===== config.mk =====
export PLATFORM = sky130hd
export DESIGN_NAME = scp_cordic_stage
export DESIGN_NICKNAME = d
export VERILOG_FILES = /design/src/scp_pkg.sv /design/src/scp_cordic_stage.sv
export SDC_FILE = /design/constraint.sdc
export NUM_CORES = 1
export LEC_CHECK = 0
export CAP_MARGIN = 20
export CELL_PAD_IN_SITES_DETAIL_PLACEMENT = 1
export CELL_PAD_IN_SITES_GLOBAL_PLACEMENT = 2
export CORE_MARGIN = 10
export CORE_UTILIZATION = 42
export CTS_CLUSTER_DIAMETER = 200
export DETAILED_ROUTE_END_ITERATION = 10
export DONT_BUFFER_PORTS = 1
export PLACE_DENSITY = 0.88
export SYNTH_ARGS = -nofsm -noshare
export SYNTH_HDL_FRONTEND = slang
export SYNTH_SLANG_ARGS = --single-unit

===== constraint.sdc =====
create_clock -name clk -period 4.15 [get_ports clk]
set_input_delay 0.2075 -clock clk [delete_from_list [all_inputs] [get_ports clk]]
set_output_delay 0.2075 -clock clk [all_outputs]
set_load 0.005 [all_outputs]

===== src/scp_pkg.sv =====
// Shared types, widths and constants for the scan polar-to-cartesian converter.
`timescale 1ns / 1ps

package scp_pkg;

  localparam int XW = 35;
  localparam int ZW = 33;
  localparam int CW = 17;
  localparam int ATAN_ENTRIES = 24;
  localparam logic [31:0] GAIN_Q32 = 32'd2608131496;

  localparam logic [2:0] REG_START_ANGLE = 3'd0;
  localparam logic [2:0] REG_ANGLE_STEP  = 3'd4;

  typedef struct packed {
    logic signed [XW-1:0] x;
    logic signed [XW-1:0] y;
    logic signed [ZW-1:0] z;
    logic                 invalid;
    logic                 last;
  } scp_vec_t;

  typedef struct packed {
    logic signed [CW-1:0] x;
    logic signed [CW-1:0] y;
    logic                 valid;
    logic                 last;
  } scp_point_t;

  function automatic logic signed [ZW-1:0] scp_atan(input int unsigned k);
    logic signed [ZW-1:0] a;
    case (k)
      0:       a = 33'sh020000000;
      1:       a = 33'sh012E4051E;
      2:       a = 33'sh009FB385B;
      3:       a = 33'sh0051111D4;
      4:       a = 33'sh0028B0D43;
      5:       a = 33'sh00145D7E1;
      6:       a = 33'sh000A2F61E;
      7:       a = 33'sh000517C55;
      8:       a = 33'sh00028BE53;
      9:       a = 33'sh000145F2F;
      10:      a = 33'sh0000A2F98;
      11:      a = 33'sh0000517CC;
      12:      a = 33'sh000028BE6;
      13:      a = 33'sh0000145F3;
      14:      a = 33'sh00000A2FA;
      15:      a = 33'sh00000517D;
      16:      a = 33'sh0000028BE;
      17:      a = 33'sh00000145F;
      18:      a = 33'sh000000A30;
      19:      a = 33'sh000000518;
      20:      a = 33'sh00000028C;
      21:      a = 33'sh000000146;
      22:      a = 33'sh0000000A3;
      23:      a = 33'sh000000051;
      default: a = '0;
    endcase
    return a;
  endfunction

endpackage


===== src/scp_cordic_stage.sv =====
// One registered micro-rotation of the CORDIC pipeline.
`timescale 1ns / 1ps

module scp_cordic_stage import scp_pkg::*; #(
  parameter int SHIFT = 0
) (
  input  logic     clk,
  input  logic     rst_n,
  input  logic     en,
  input  logic     in_v,
  input  scp_vec_t in_vec,
  output logic     out_v,
  output scp_vec_t out_vec
);

  localparam logic signed [ZW-1:0] ATAN = scp_atan(SHIFT);

  logic            v_r, v_nxt;
  scp_vec_t        vec_r, vec_nxt;
  logic signed [XW-1:0] xi, yi, dx, dy;
  logic signed [ZW-1:0] zi;

  always_comb begin
    xi = in_vec.x;
    yi = in_vec.y;
    zi = in_vec.z;
    dx = yi >>> SHIFT;
    dy = xi >>> SHIFT;
    vec_nxt = in_vec;
    if (!zi[ZW-1]) begin
      vec_nxt.x = xi - dx;
      vec_nxt.y = yi + dy;
      vec_nxt.z = zi - ATAN;
    end else begin
      vec_nxt.x = xi + dx;
      vec_nxt.y = yi - dy;
      vec_nxt.z = zi + ATAN;
    end
    v_nxt = in_v;
  end

  always_ff @(posedge clk) begin
    if (!rst_n) begin
      v_r <= 1'b0;
    end else if (en) begin
      v_r <= v_nxt;
    end
  end

  always_ff @(posedge clk) begin
    if (en) begin
      vec_r <= vec_nxt;
    end
  end

  assign out_v   = v_r;
  assign out_vec = vec_r;

endmodule


==> qor.txt <==
combinational cell fraction of total power: 0.311
filler cell count: 2616
placed wire-length estimate: 26900 um
maximum level of the CTS H-tree: 3
switching power share of the total: 0.367
clock transition at the registers of the reported paths: 0.09 ns
number of antenna violations at the first check in global routing: 0
leading register cell type out of synthesis: sky130_fd_sc_hd__edfxtp_1
wire length of the first global-routing pass: 51100 um
Row Count: 55
Rel. slew slack: 0.490
Routed Antenna Nets: 0
die span in y: 170 um
critical path type: input pin to register
sequential area share after synthesis: 0.330
synthesis warning total: 0
most common library cell in the layout ignoring fill and taps: sky130_fd_sc_hd__a21oi_1
buffer cell driving the clock tree root: sky130_fd_sc_hd__clkbuf_16
synth-to-layout area growth: 8.64%
aggregate routed wire length: 34000 um
Worst Path Arrival: 3.37 ns
CP Launch Type: input pin
CTS resizes: 0
Pint: 0.00221 W
share of the clock period used by the worst path: 0.784
count of maximum capacitance violations: 0
net count after synthesis: 1293
Post CTS Setup Buffer Count: 0
number of flip-flops and latches in the synthesized netlist: 105
maximum cell stage delay along the critical path: 0.74 ns
vias in the first global route: 8388
net total in the final layout: 1293
endpoints failing setup: 0
maximum root-to-sink buffer count: 2
Setup TNS: 0 ns
PwrDens: 338 nW/um2
Starting DRT DRC Count: 691
outcome: complete, no violations
fraction of power consumed by sequential logic: 0.423
Final Hold Fails: 0
CTS tree: built
clock latency on the worst-skew pair: 0.36 ns
Static Leakage: 4.15 nW
pin slew with the least headroom to its limit: 0.758 ns
fmax: 307 MHz
critical-path cell list: inv_1 -> ha_1 -> nand2_1 -> nor4_1 -> o2111ai_1 -> nand3_1 -> nand3_1 -> and2_1 -> o211ai_1 -> o21ai_1 -> xnor2_1
most crowded layer after global routing: met2
fin. max-slew vios: 0
via count: 8158
post-synthesis cell count: 1076
core region area: 22400 um2
commonest cells after routing, fill and taps aside: 122 x sky130_fd_sc_hd__a21oi_1, 107 x sky130_fd_sc_hd__inv_1, 104 x sky130_fd_sc_hd__ha_1, 104 x sky130_fd_sc_hd__edfxtp_1, 79 x sky130_fd_sc_hd__nor2_1
Routed WL per cell: 24.9 um
detailed-router iteration count before antenna repair: 5
biggest fanout along the worst timing path: 20
global routing met1 resource utilization: 0.297
power after layout: 0.00349 W
Vias/cell: 5.97
count of different cell masters after synthesis: 71
Antenna Cells: 0
Tot GR Track Use: 0.227
summed instance area of the synthesized netlist: 9510 um2
final weighted congestion in routability-driven placement: 0.894
IR drop worst, VDD: 0.169 mV
minimum period implied by the final worst setup slack: 3.25 ns
quantity of I/O buffers inserted on ports: 0
Crit. End Element: register
Chip Width: 170 um
hold-fix buffers at CTS: 34
detailed-route DRC error count: 0
net switching power figure: 0.00128 W
Inserted Clock Buffers: 9
die area: 29100 um2
CP max-delay cell: sky130_fd_sc_hd__nor4_1
most numerous cell on the critical path: sky130_fd_sc_hd__nand3_1
Required @ worst endpoint: 4.26 ns
met3 Track Usage GR: 0.0551
power share of the clock group: 0.265
RSZ-0062 raised after global routing: no
fraction of final layout cells sized beyond drive strength 1: 0.0453
number of primary I/O pins: 215
number of enable flip-flop cells after synthesis: 104
pin count of the biggest net entering global routing: 105
classification of the worst-slack hold path: input pin to register
Synth async-reset ratio: 0
synthesized area divided by synthesized cell count: 8.84 um2
sinks on the clock net: 105
worst clock skew on the final layout: 0 ns
total global routing overflow: 0
effective utilization at floorplan: 0.424
met2 track utilization from global routing: 0.367
## final timing paths
path | start | to | slack, ns | cells after the start
max | in_vec[54] | out_vec[63] | 0.90 | 11
min | in_v | out_v | 0.04 | 2
max reg2reg | out_v | out_v | 3.53 | 2
min reg2reg | out_v | out_v | 0.56 | 2
## power groups by stage
stage / clock [W] / combinational, W / sequential (W)
detailed placement: 0 / 0.00102 / 0.00151
CTS: 0.000945 / 0.00108 / 0.00149
finish: 0.000925 / 0.00109 / 0.00148
floorplan: 0 / 0.000765 / 0.00145
global route: 0.000971 / 0.00119 / 0.00150
global placement: 0 / 0.00101 / 0.00150
## state kept, by name, indices dropped and copies added, names as in the netlist
| signal | flops |
|---|---|
| out_vec | 104 |
| out_v | 1 |
## cells in the mapped netlist, drive strengths merged (3+ instances only)
cell     number  area, um2
nand2        49        184
nor2b        12       75.1
nand3b        4       30.0
o31a          4       35.0
or2           7       43.8
nand2b       10       62.6
clkinv        4       15.0
xnor2        58        508
inv         107        402
nor2         79        297
nor4         13       81.3
o22ai         5       31.3
o211ai        7       52.6
and2          4       26.3
buf          28        168
nor3         25        125
o2111ai       3       26.3
o221ai        3       26.3
edfxtp      104       3120
o21bai       19        143
o41ai         5       43.8
o21a         13       97.6
a2111oi       4       41.3
o21ba         3       30.0
a31oi        14       87.6
ha          104       1300
a221oi        6       65.1
a31o          3       26.3
xor2         10       87.6
a21boi        4       30.0
a21oi       125        637
a211o         3       26.3
o21ai        81        405
nand4        15       93.8
a211oi       12       90.1
nand3        18       90.1
fa            4       80.1
o31ai        19        143
or4           3       22.5
a21o         20        150
and3          3       18.8
mux2i        18        180
clkbuf       23       86.3
## cell type report
type | count | area, um2 | share of cell area
clock buffers | 9 | 225 | 0.0218
clock inverters | 7 | 91.3 | 0.00884
inverters | 111 | 417 | 0.0403
multi-input cells | 809 | 5700 | 0.551
flip-flops and latches | 105 | 3140 | 0.304
well taps | 285 | 357 | 0.0345
repair buffers | 40 | 403 | 0.0390
## through the flow
step | cell area (um2) | hold slack (ns) | worst slack, ns | std cells | utilization
finish | 10300 | 0.0358 | 0.896 | 1366 | 0.461
global route | 10300 | 0.0325 | 0.646 | 1366 | 0.461
CTS | 10300 | 0.0166 | 0.976 | 1366 | 0.461
detailed placement | 9660 | 0.306 | 0.595 | 1316 | 0.431
global placement | 9660 | 0.306 | 0.598 | 1316 | 0.431
floorplan | 9510 | 0.306 | 1.48 | 1076 | -
## logic make-up after synthesis
| group | share of synthesized area |
|---|---|
| mux | 0.0201 |
| flops | 0.330 |
| xor+xnor | 0.0626 |
| simple gates | 0.126 |
| compound gates | 0.245 |
| fa+ha+maj | 0.145 |
| buf+inv | 0.0705 |
## layer usage
metal | wire [um] | part of all wire | up-vias
li1 | - | - | 3881
met1 | 15400 | 0.45 | 3979
met2 | 15700 | 0.46 | 260
met3 | 2360 | 0.069 | 38
met4 | 601 | 0.018 | 0
met5 | 0 | 0 | -
## worst max-delay path: cells and delay by family
kind	cells	cell delay [ns]
AO/OA/AOI/OAI	3	0.64
adder cells (fa/ha/maj)	1	0.72
XOR/XNOR	1	0.14
buffers and inverters	1	0.02
AND/OR/NAND/NOR	5	1.64
No activity file was read; power rests on OpenSTA's default activity.
