### config.mk
export PLATFORM = sky130hd
export DESIGN_NAME = scp_output
export DESIGN_NICKNAME = d
export VERILOG_FILES = /design/src/scp_pkg.sv /design/src/scp_output.sv
export SDC_FILE = /design/constraint.sdc
export NUM_CORES = 1
export LEC_CHECK = 0
export BUFFER_PORTS_ARGS = -buffer_cell sky130_fd_sc_hd__buf_2
export CORE_MARGIN = 5
export CORE_UTILIZATION = 50
export CTS_BUF_LIST = sky130_fd_sc_hd__clkbuf_8
export DETAILED_ROUTE_END_ITERATION = 6
export PLACE_DENSITY = 0.78
export SYNTH_ARGS = -nofsm -noshare
export SYNTH_HDL_FRONTEND = slang
export SYNTH_SLANG_ARGS = --single-unit
### constraint.sdc
create_clock -name clk -period 7.8 [get_ports clk]
set_input_delay 1.17 -clock clk [delete_from_list [all_inputs] [get_ports clk]]
set_output_delay 1.17 -clock clk [all_outputs]
set_load 0.02 [all_outputs]
### src/scp_pkg.sv
// Shared types, widths and constants for the scan polar-to-cartesian converter.
`timescale 1ns / 1ps

package scp_pkg;

  localparam int XW = 35;
  localparam int ZW = 33;
  localparam int CW = 17;
  localparam int ATAN_ENTRIES = 24;
  localparam logic [31:0] GAIN_Q32 = 32'd2608131496;

  localparam logic [2:0] REG_START_ANGLE = 3'd0;
  localparam logic [2:0] REG_ANGLE_STEP  = 3'd4;

  typedef struct packed {
    logic signed [XW-1:0] x;
    logic signed [XW-1:0] y;
    logic signed [ZW-1:0] z;
    logic                 invalid;
    logic                 last;
  } scp_vec_t;

  typedef struct packed {
    logic signed [CW-1:0] x;
    logic signed [CW-1:0] y;
    logic                 valid;
    logic                 last;
  } scp_point_t;

  function automatic logic signed [ZW-1:0] scp_atan(input int unsigned k);
    logic signed [ZW-1:0] a;
    case (k)
      0:       a = 33'sh020000000;
      1:       a = 33'sh012E4051E;
      2:       a = 33'sh009FB385B;
      3:       a = 33'sh0051111D4;
      4:       a = 33'sh0028B0D43;
      5:       a = 33'sh00145D7E1;
      6:       a = 33'sh000A2F61E;
      7:       a = 33'sh000517C55;
      8:       a = 33'sh00028BE53;
      9:       a = 33'sh000145F2F;
      10:      a = 33'sh0000A2F98;
      11:      a = 33'sh0000517CC;
      12:      a = 33'sh000028BE6;
      13:      a = 33'sh0000145F3;
      14:      a = 33'sh00000A2FA;
      15:      a = 33'sh00000517D;
      16:      a = 33'sh0000028BE;
      17:      a = 33'sh00000145F;
      18:      a = 33'sh000000A30;
      19:      a = 33'sh000000518;
      20:      a = 33'sh00000028C;
      21:      a = 33'sh000000146;
      22:      a = 33'sh0000000A3;
      23:      a = 33'sh000000051;
      default: a = '0;
    endcase
    return a;
  endfunction

endpackage

### src/scp_output.sv
// Output rounding and saturation stage with a skid register toward the result channel.
`timescale 1ns / 1ps

module scp_output import scp_pkg::*; (
  input  logic       clk,
  input  logic       rst_n,
  input  logic       in_v,
  input  scp_vec_t   in_vec,
  input  logic       out_ready,
  output logic       en,
  output logic       out_v,
  output scp_point_t out_pt
);

  logic       rnd_v_r, rnd_v_nxt;
  scp_point_t rnd_r, rnd_nxt;
  logic       out_v_r, out_v_nxt;
  scp_point_t out_r, out_nxt;
  logic       skid_v_r, skid_v_nxt;
  scp_point_t skid_r, skid_nxt;
  logic       push, pop;

  function automatic logic signed [CW-1:0] round_sat(input logic signed [XW-1:0] v);
    logic signed [XW-1:0] r;
    logic signed [CW-1:0] o;
    r = (v + XW'(32768)) >>> 16;
    if (r > XW'(65535)) begin
      o = 17'sd65535;
    end else if (r < -XW'(65535)) begin
      o = -17'sd65535;
    end else begin
      o = r[CW-1:0];
    end
    return o;
  endfunction

  assign en = !skid_v_r;

  always_comb begin
    rnd_v_nxt     = in_v;
    rnd_nxt.valid = !in_vec.invalid;
    rnd_nxt.last  = in_vec.last;
    rnd_nxt.x     = in_vec.invalid ? '0 : round_sat(in_vec.x);
    rnd_nxt.y     = in_vec.invalid ? '0 : round_sat(in_vec.y);

    push       = en && rnd_v_r;
    pop        = out_v_r && out_ready;
    out_v_nxt  = out_v_r;
    out_nxt    = out_r;
    skid_v_nxt = skid_v_r;
    skid_nxt   = skid_r;
    if (skid_v_r) begin
      if (pop) begin
        out_nxt    = skid_r;
        skid_v_nxt = 1'b0;
      end
    end else if (push) begin
      if (!out_v_r || pop) begin
        out_nxt   = rnd_r;
        out_v_nxt = 1'b1;
      end else begin
        skid_nxt   = rnd_r;
        skid_v_nxt = 1'b1;
      end
    end else if (pop) begin
      out_v_nxt = 1'b0;
    end
  end

  always_ff @(posedge clk) begin
    if (!rst_n) begin
      rnd_v_r  <= 1'b0;
      out_v_r  <= 1'b0;
      skid_v_r <= 1'b0;
    end else begin
      if (en) begin
        rnd_v_r <= rnd_v_nxt;
      end
      out_v_r  <= out_v_nxt;
      skid_v_r <= skid_v_nxt;
    end
  end

  always_ff @(posedge clk) begin
    if (en) begin
      rnd_r <= rnd_nxt;
    end
    out_r  <= out_nxt;
    skid_r <= skid_nxt;
  end

  assign out_v  = out_v_r;
  assign out_pt = out_r;

endmodule

==> qor.yml <==
floorplan:
  die_width_um: 115.1
  dieArea_sq_um: 13240
  die_y_um: 115.1
  rows: 38
  io_pins: 147
  fp.coreArea_sq_um: 10840
  initial_core_util: 0.5091
synth:
  yosysUniqueCellTypes: 66
  synthesis.area_per_instance_sq_um: 12.96
  synth_top_cell_area_share: 0.5876
  ys_seq_area_frac: 0.5985
  synth_edf_count: 108
  synthFlopType: "edfxtp_1"
  netlist_instances: 426
  ys_ff_latch: 111
  synth_area_leader_cell: "edfxtp_1"
  synth_area_leaders: "edfxtp_1, mux2_2, xnor2_1"
  syn_nets: 537
  async_flop_share: 0
  netlist_area_sq_um: 5519
  yosysWarnings: 0
global_route:
  antenna_found_initial: 0
  gr-usage-met1: 0.2366
  gr-total-overflow: 0
  grt_util_all_layers: 0.1576
  grt_max_degree: 41
  met3_usage: 0.01895
  grt_pass1_wl_mm: 16.74
  gr-usage-met2: 0.2338
  busiest_layer: "met1"
  grt_pass1_vias: 3385
finish:
  nets: 615
  layout_commonest_cell: "edfxtp_1"
  layout-area-overhead-vs-synth_pct: 13.15
  final_cell_mix: "edfxtp_1, buf_2, mux2_2"
  antenna_cells: 0
  drive_gt1_frac: 0.3084
power_and_ir_drop:
  power.density_nw_per_um2: 193.3
  p_clk_frac: 0.291
  seqPwrFrac: 0.589
  intPower_uw: 932.6
  switching_share: 0.2273
  ir_drop_v: 0.0001076
  p_leak_nw: 2.204
  p_sw_uw: 274.3
  p_comb_frac: 0.120
clock_tree:
  htree_levels: 3
  max-clock-path-buffers: 2
  ctsHoldBuffers: 0
  cts_resized: 0
  cts_made_buffers: 9
  cts_tree: "done"
  post_cts_buffers: 0
  insertion_delay_ns: 0.35
  cts_root_buffer: "clkbuf_8"
  clk_pin_slew_ns: 0.09
  numClockSinks: 111
routing:
  drc_errors: 0
  drt_iter0_drc: 202
  wire_per_inst_um: 16.06
  routed_wl_mm: 10.42
  route.vias.total: 3682
  dr.pass1.iters: 4
  viasPerCell: 5.673
  ant_nets: 0
setup_path:
  reg2reg_from: "skid_v_r"
  startpoint: "in_vec[58]"
  critPathLaunchType: "input pin"
  arrival_ns: 3.50
  worstSetupPathType: "in2reg"
  ff2ff_path_depth: 3
  cp.required_ns: 7.89
  rrSetupSlack_ns: 5.55
  end_kind: "flop"
  crit_end: "rnd_r[11]"
  r2r-end: "out_pt[12]"
  path_max_fanout: 16
timing:
  fin_skew_ns: 0.009566
  post-route-period-util: 0.4362
  setup_viol: 0
  tns_ns: 0
  hold_violations: 0
  hold_ws_ns: 0.4559
  slew_viol_final: 0
  min_period_ns: 3.402
  max_freq_ghz: 0.2939
  slew-limit-headroom: 0.2303
  worstMarginPinSlew_ns: 1.146
  rsz0062_at_grt: "false"
worst_hold_path:
  hp-class: "reg2reg"
placed_design:
  gp_congestion: 0.8587
  hpwlAfterDp_mm: 7.731
  io_buffers: 83
job:
  maxCapViolations: 0
outcome:
  status: "finished, final reports clean"
[per-layer routing]
| layer | up-vias | routed length (um) |
|---|---|---|
| met2 | 124 | 4690 |
| met5 | - | 0 |
| met3 | 11 | 577 |
| met1 | 1720 | 5001 |
| li1 | 1827 | - |
| met4 | 0 | 154 |
[cells by family (layout without fill, tap and decap cells)]
kind of cell / Yosys count / count (layout) / share of synthesized area
xor+xnor: 31 / 31 / 0.04920
flops: 111 / 111 / 0.5985
buf+inv: 26 / 109 / 0.02516
mux: 40 / 40 / 0.08071
compound gates: 86 / 86 / 0.1077
fa+ha+maj: 2 / 2 / 0.004533
simple gates: 130 / 130 / 0.1342
[registers in the layout (all words and copies together), names as in the netlist]
register	flops
out_v	1
rnd_r	36
skid_v_r	1
rnd_v_r	1
skid_r	36
out_pt	36
[worst min-delay path by stage]
stage | from | end | slack [ns] | cells past startpoint
detailed placement | rnd_r[5] | skid_r[5] | 0.43 | 0
finish | rnd_r[5] | skid_r[5] | 0.46 | 0
global placement | rnd_r[10] | skid_r[10] | 0.43 | 0
global route | rnd_r[3] | skid_r[3] | 0.47 | 0
floorplan | rnd_r[0] | skid_r[0] | 0.42 | 0
CTS | rnd_r[5] | skid_r[5] | 0.45 | 0
[critical path: stages]
cell	delay, ns
buf_2	0.16
nand4_1	0.15
nor4_2	0.53
nand2_1	0.15
xnor2_1	0.92
nor2b_1	0.31
o31ai_1	0.11
[power by group through the flow]
stage          combinational, mW  sequential, mW  clock, mW
2_1_floorplan             0.0781           0.737          0
3_3_place_gp               0.141           0.723          0
3_5_place_dp               0.144           0.725          0
4_1_cts                    0.145           0.711      0.358
5_1_grt                    0.158           0.715      0.386
6_report                   0.145           0.711      0.351
[final cells by class]
type | count | area, sq um
fill | 890 | 4596
sequential | 111 | 3303
multi-input combinational | 289 | 2088
timing repair buffer | 87 | 445.4
tap | 140 | 175.2
clock buffer | 9 | 123.9
clock inverter | 7 | 86.33
inverter | 6 | 22.52
[stage by stage]
stage               total power [mW]  instances  cell area, sq um  utilization  setup slack, ns
floorplan                     0.8149        426              5519            -            3.866
global placement              0.8632        633              6035       0.5567            4.152
detailed placement            0.8691        633              6035       0.5567            4.049
CTS                            1.214        649              6245       0.5761            4.425
global route                   1.258        649              6245       0.5761            4.143
finish                         1.207        649              6245       0.5761            4.398
[synth_stat cells, drive strengths merged, types with 3 or more instances]
master / number
nor3: 8
nor2: 23
clkbuf: 8
nand3: 21
buf: 11
edfxtp: 108
nor4: 9
o21ai: 18
and3: 7
mux2: 36
and4: 6
nand4: 9
o211ai: 5
nand2: 23
a31oi: 5
xnor2: 18
nor4b: 3
xor2: 13
nor2b: 6
mux2i: 4
or4: 5
o31ai: 13
dfxtp: 3
inv: 6
a21oi: 26
and2: 4
Note: power is estimated with default switching activity, not from simulation.
