--- config.mk ---
export PLATFORM = sky130hd
export DESIGN_NAME = scp_phase
export DESIGN_NICKNAME = d
export VERILOG_FILES = /design/src/scp_pkg.sv /design/src/scp_phase.sv
export SDC_FILE = /design/constraint.sdc
export NUM_CORES = 1
export LEC_CHECK = 0
export BUFFER_PORTS_ARGS = -buffer_cell sky130_fd_sc_hd__buf_4
export CAP_MARGIN = 10
export CELL_PAD_IN_SITES_DETAIL_PLACEMENT = 2
export CELL_PAD_IN_SITES_GLOBAL_PLACEMENT = 2
export CORE_MARGIN = 4
export CORE_UTILIZATION = 44
export DETAILED_ROUTE_END_ITERATION = 7
export HOLD_SLACK_MARGIN = 0.08
export PLACE_DENSITY_LB_ADDON = 0.1
export SYNTH_ARGS = -nofsm -noshare
export SYNTH_HDL_FRONTEND = slang
export SYNTH_SLANG_ARGS = --single-unit
--- constraint.sdc ---
create_clock -name clk -period 11.05 [get_ports clk]
set_clock_uncertainty 0.1 [all_clocks]
set_input_delay 1.105 -clock clk [delete_from_list [all_inputs] [get_ports clk]]
set_output_delay 1.105 -clock clk [all_outputs]
set_load 0.01 [all_outputs]
--- src/scp_pkg.sv ---
// Shared types, widths and constants for the scan polar-to-cartesian converter.
`timescale 1ns / 1ps

package scp_pkg;

  localparam int XW = 35;
  localparam int ZW = 33;
  localparam int CW = 17;
  localparam int ATAN_ENTRIES = 24;
  localparam logic [31:0] GAIN_Q32 = 32'd2608131496;

  localparam logic [2:0] REG_START_ANGLE = 3'd0;
  localparam logic [2:0] REG_ANGLE_STEP  = 3'd4;

  typedef struct packed {
    logic signed [XW-1:0] x;
    logic signed [XW-1:0] y;
    logic signed [ZW-1:0] z;
    logic                 invalid;
    logic                 last;
  } scp_vec_t;

  typedef struct packed {
    logic signed [CW-1:0] x;
    logic signed [CW-1:0] y;
    logic                 valid;
    logic                 last;
  } scp_point_t;

  function automatic logic signed [ZW-1:0] scp_atan(input int unsigned k);
    logic signed [ZW-1:0] a;
    case (k)
      0:       a = 33'sh020000000;
      1:       a = 33'sh012E4051E;
      2:       a = 33'sh009FB385B;
      3:       a = 33'sh0051111D4;
      4:       a = 33'sh0028B0D43;
      5:       a = 33'sh00145D7E1;
      6:       a = 33'sh000A2F61E;
      7:       a = 33'sh000517C55;
      8:       a = 33'sh00028BE53;
      9:       a = 33'sh000145F2F;
      10:      a = 33'sh0000A2F98;
      11:      a = 33'sh0000517CC;
      12:      a = 33'sh000028BE6;
      13:      a = 33'sh0000145F3;
      14:      a = 33'sh00000A2FA;
      15:      a = 33'sh00000517D;
      16:      a = 33'sh0000028BE;
      17:      a = 33'sh00000145F;
      18:      a = 33'sh000000A30;
      19:      a = 33'sh000000518;
      20:      a = 33'sh00000028C;
      21:      a = 33'sh000000146;
      22:      a = 33'sh0000000A3;
      23:      a = 33'sh000000051;
      default: a = '0;
    endcase
    return a;
  endfunction

endpackage

--- src/scp_phase.sv ---
// Sample angle computation, quadrant fold and gain-scaled start vector.
`timescale 1ns / 1ps

module scp_phase import scp_pkg::*; (
  input  logic        clk,
  input  logic        rst_n,
  input  logic        en,
  input  logic        in_v,
  input  logic [15:0] range_value,
  input  logic        range_invalid,
  input  logic [11:0] sample_index,
  input  logic        last_of_scan,
  input  logic [15:0] start_angle,
  input  logic [15:0] angle_step,
  output logic        out_v,
  output scp_vec_t    out_vec
);

  logic        s1_v_r, s1_v_nxt;
  logic [15:0] s1_prod_r, s1_prod_nxt;
  logic [15:0] s1_range_r;
  logic        s1_inv_r, s1_last_r;

  logic        s2_v_r, s2_v_nxt;
  logic [47:0] s2_gmul_r, s2_gmul_nxt;
  logic        s2_neg_r, s2_neg_nxt;
  logic [15:0] s2_resid_r, s2_resid_nxt;
  logic        s2_inv_r, s2_last_r;

  logic        s3_v_r, s3_v_nxt;
  scp_vec_t    s3_vec_r, s3_vec_nxt;

  logic [27:0] prod;
  logic [15:0] phase;
  logic [48:0] gsum;
  logic [XW-1:0] xext;

  always_comb begin
    prod        = {16'd0, sample_index} * {12'd0, angle_step};
    s1_prod_nxt = prod[15:0];
    s1_v_nxt    = in_v;

    phase        = start_angle + s1_prod_r;
    s2_neg_nxt   = phase[15] ^ phase[14];
    s2_resid_nxt = {phase[15] ^ s2_neg_nxt, phase[14:0]};
    s2_gmul_nxt  = {32'd0, s1_range_r} * {16'd0, GAIN_Q32};
    s2_v_nxt     = s1_v_r;

    gsum = {1'b0, s2_gmul_r} + 49'h0_0000_0000_8000;
    xext = {2'b00, gsum[48:16]};
    s3_vec_nxt.x       = s2_neg_r ? (~xext + XW'(1)) : xext;
    s3_vec_nxt.y       = '0;
    s3_vec_nxt.z       = {{(ZW-32){s2_resid_r[15]}}, s2_resid_r, 16'h0000};
    s3_vec_nxt.invalid = s2_inv_r;
    s3_vec_nxt.last    = s2_last_r;
    s3_v_nxt           = s2_v_r;
  end

  always_ff @(posedge clk) begin
    if (!rst_n) begin
      s1_v_r <= 1'b0;
      s2_v_r <= 1'b0;
      s3_v_r <= 1'b0;
    end else if (en) begin
      s1_v_r <= s1_v_nxt;
      s2_v_r <= s2_v_nxt;
      s3_v_r <= s3_v_nxt;
    end
  end

  always_ff @(posedge clk) begin
    if (en) begin
      s1_prod_r  <= s1_prod_nxt;
      s1_range_r <= range_value;
      s1_inv_r   <= range_invalid;
      s1_last_r  <= last_of_scan;
      s2_gmul_r  <= s2_gmul_nxt;
      s2_neg_r   <= s2_neg_nxt;
      s2_resid_r <= s2_resid_nxt;
      s2_inv_r   <= s1_inv_r;
      s2_last_r  <= s1_last_r;
      s3_vec_r   <= s3_vec_nxt;
    end
  end

  assign out_v   = s3_v_r;
  assign out_vec = s3_vec_r;

endmodule

==> summary.md <==
| Metric | Value |
|---|---|
| Max Fclk | `0.134 GHz` |
| Placed Area | `19,400 um2` |
| Top cells by area, synth | `fa_1 (28%), edfxtp_1 (23%), ha_1 (14%)` |
| DR pass1 iterations | `5` |
| Hold Buf Count CTS | `0` |
| Critical path arrival | `7.61 ns` |
| Antenna violations before repair | `0` |
| Synth top area share | `27.8%` |
| Area grow syn2layout | `9.93%` |
| Post-synthesis sequential area ratio | `23.3%` |
| Worst-margin pin slew | `1.13 ns` |
| Slew Limit Fails | `0` |
| CTS tree | `built` |
| Netlist cell types | `67` |
| Io pins | `172` |
| Die width | `211 um` |
| Total Routing Usage GR | `25.1%` |
| Fin Setup TNS | `0 ns` |
| Fin. Hold Viols | `0` |
| Post-synth EDFFs | `139` |
| CP Launch Type | `flop` |
| Drt total wl | `54,200 um` |
| Vias in the first global route | `14,500` |
| Post-route ant nets | `0` |
| Routed vias | `12,400` |
| Worst Setup End Kind | `flop` |
| DR DRC count | `0` |
| Worst min path class | `flop to flop` |
| Post-synth top area cell | `fa_1` |
| Post-CTS Repair Setup Buffers | `0` |
| Clock-pin slew on the worst setup and hold paths | `0.08 ns` |
| Share of layout cells above drive strength 1 | `9.43%` |
| Mapped Area | `18,100 um2` |
| Post-layout instance area | `19,900 um2` |
| Grt ovf | `0` |
| Cell count after synthesis | `1,758` |
| Clock tree buffer depth | `2` |
| R2R Setup Slk | `3.57 ns` |
| Avg Cell Area, Syn | `10.3 um2` |
| Die area | `44,500 um2` |
| Async set-or-reset flop fraction in the synthesized netlist | `0%` |
| Relative slew slack | `24.8%` |
| Starting density of the core | `44.4%` |
| Status | `finished, final reports clean` |
| DP Wirelength | `45,800 um` |
| Ys Warns | `0` |
| Cts repair resizes | `0` |
| RSZ-0062 raised after global routing | `false` |
| Commonest register cell after synthesis | `edfxtp_1` |
| IO Port Bufs | `120` |
| Worst-path maximum fanout | `11` |
| Largest net degree at the start of global routing | `90` |
| Sink Count | `142` |
| Skew-Pair Late Insertion Delay | `0.48 ns` |
| CP required | `11.18 ns` |
| Ant diodes | `0` |
| CTS buffer count | `17` |
| Initial DRC count | `504` |
| Min cycle time layout | `7.48 ns` |
| Max Cap Violations | `0` |
| GP Congestion | `1.01` |
| CTS H-tree depth | `4` |
| First-pass GRT wire length | `84,900 um` |
| Final period util | `67.7%` |
| Setup violators final | `0` |
| Row cnt | `74` |
| Kind of critical path | `flop to flop` |
| FF+latch count, synth | `142` |
| Core Region | `40,800 um2` |
| Wire per inst | `22.5 um` |
| Via density | `5.16` |
| Die height | `211 um` |
| Root buffer cell | `clkbuf_16` |
| Nets | `2,392` |
## routing by layer
| layer | GRT usage [%] | vias up | share of wire [%] |
|---|---|---|---|
| met3 | 4.05 | 64 | 3.6 |
| met5 | 0 | - | 0 |
| met1 | 33.8 | 6429 | 45 |
| met2 | 42.5 | 216 | 49 |
| met4 | 6.71 | 0 | 2.3 |
| li1 | - | 5717 | - |
## path summary, 6_finish.rpt
check | startpoint | cells after the start | to
max | s1_range_r[14] | 21 | s2_gmul_r[39]
min | s2_resid_r[4] | 0 | out_vec[22]
max reg2reg | s1_range_r[14] | 21 | s2_gmul_r[39]
min reg2reg | s2_resid_r[4] | 0 | out_vec[22]
## registers in the layout, summed over array words and instances, names as in the netlist
register    cells
out_v           1
s1_inv_r        1
s2_inv_r        1
s2_last_r       1
s1_range_r     16
s1_prod_r      16
s2_v_r          1
s1_v_r          1
out_vec        53
s2_neg_r        1
s1_last_r       1
s2_resid_r     16
s2_gmul_r      33
## cell usage after synthesis (all sizes together), types with 2 or more instances
library cell	count
a2111oi	3
a211oi	6
a21bo	2
a21boi	7
a21o	14
a21oi	44
a22oi	2
a311oi	2
a31oi	13
and2	36
and3	8
and4	3
buf	60
clkbuf	25
dfxtp	3
edfxtp	139
fa	252
ha	210
inv	376
mux2i	6
nand2	148
nand2b	7
nand3	23
nand3b	6
nand4	21
nor2	65
nor2b	12
nor3	27
o211ai	3
o21a	13
o21ai	39
o21bai	2
o31a	2
o31ai	5
or2	5
or3	7
xnor2	96
xor2	49
## area by class of cell
class	count	area (um2)
Multi-Input combinational cell	1205	12200
Fill cell	4312	20900
Inverter	376	1410
Clock inverter	14	126
Tap cell	532	666
Clock buffer	18	429
Timing Repair Buffer	122	920
Sequential cell	142	4230
## metrics by stage
stage	cells	hold slack, ns	util (%)	worst slack [ns]
after floorplan	1808	0.300	-	4.64
after global placement	2377	0.300	47.5	4.13
after detailed placement	2377	0.306	47.5	3.71
after CTS	2409	0.321	48.8	3.56
after global routing	2409	0.335	48.8	3.28
final	2409	0.318	48.8	3.57
## critical path, stage by stage (launching register included)
cell and delay, ns:
edfxtp_1 0.62, ha_1 0.45, inv_1 0.08, fa_1 0.61, fa_1 0.60, inv_1 0.07, fa_1 0.50, fa_1 0.55
inv_1 0.06, fa_1 0.53, inv_1 0.05, ha_1 0.37, a2111oi_0 0.61, o21ai_0 0.20, o21a_1 0.19, nor3_1 0.16
a21oi_1 0.16, a211o_1 0.37, a21boi_0 0.41, o21ai_0 0.21, a21oi_1 0.23, xnor2_1 0.09
## logic make-up after synthesis
kind of cell,count (synthesis),share of synthesized area [%]
xor+xnor,145,7.00
simple gates,371,10.1
fa+ha+maj,462,42.3
mux,6,0.331
other cells,1,0.0207
flops,142,23.3
buf+inv,461,10.7
compound gates,170,6.19
## layout by cell type (no fill, tap or decap), drive strengths merged, types with 3 or more instances in the layout
master	count
a2111oi	3
a211oi	6
a21boi	7
a21o	14
a21oi	44
a31oi	13
and2	36
and3	8
and4	3
buf	122
clkbuf	18
clkinv	6
conb	51
dfxtp	3
edfxtp	139
fa	252
ha	210
inv	383
mux2i	6
nand2	148
nand2b	7
nand3	23
nand3b	6
nand4	21
nor2	65
nor2b	12
nor3	27
o211ai	3
o21a	13
o21ai	39
o31ai	5
or2	5
or3	7
xnor2	96
xor2	49
Power is left out: the tool's default activity adds up to more than one toggle a clock period on the data nets, which glitch-free logic cannot reach.
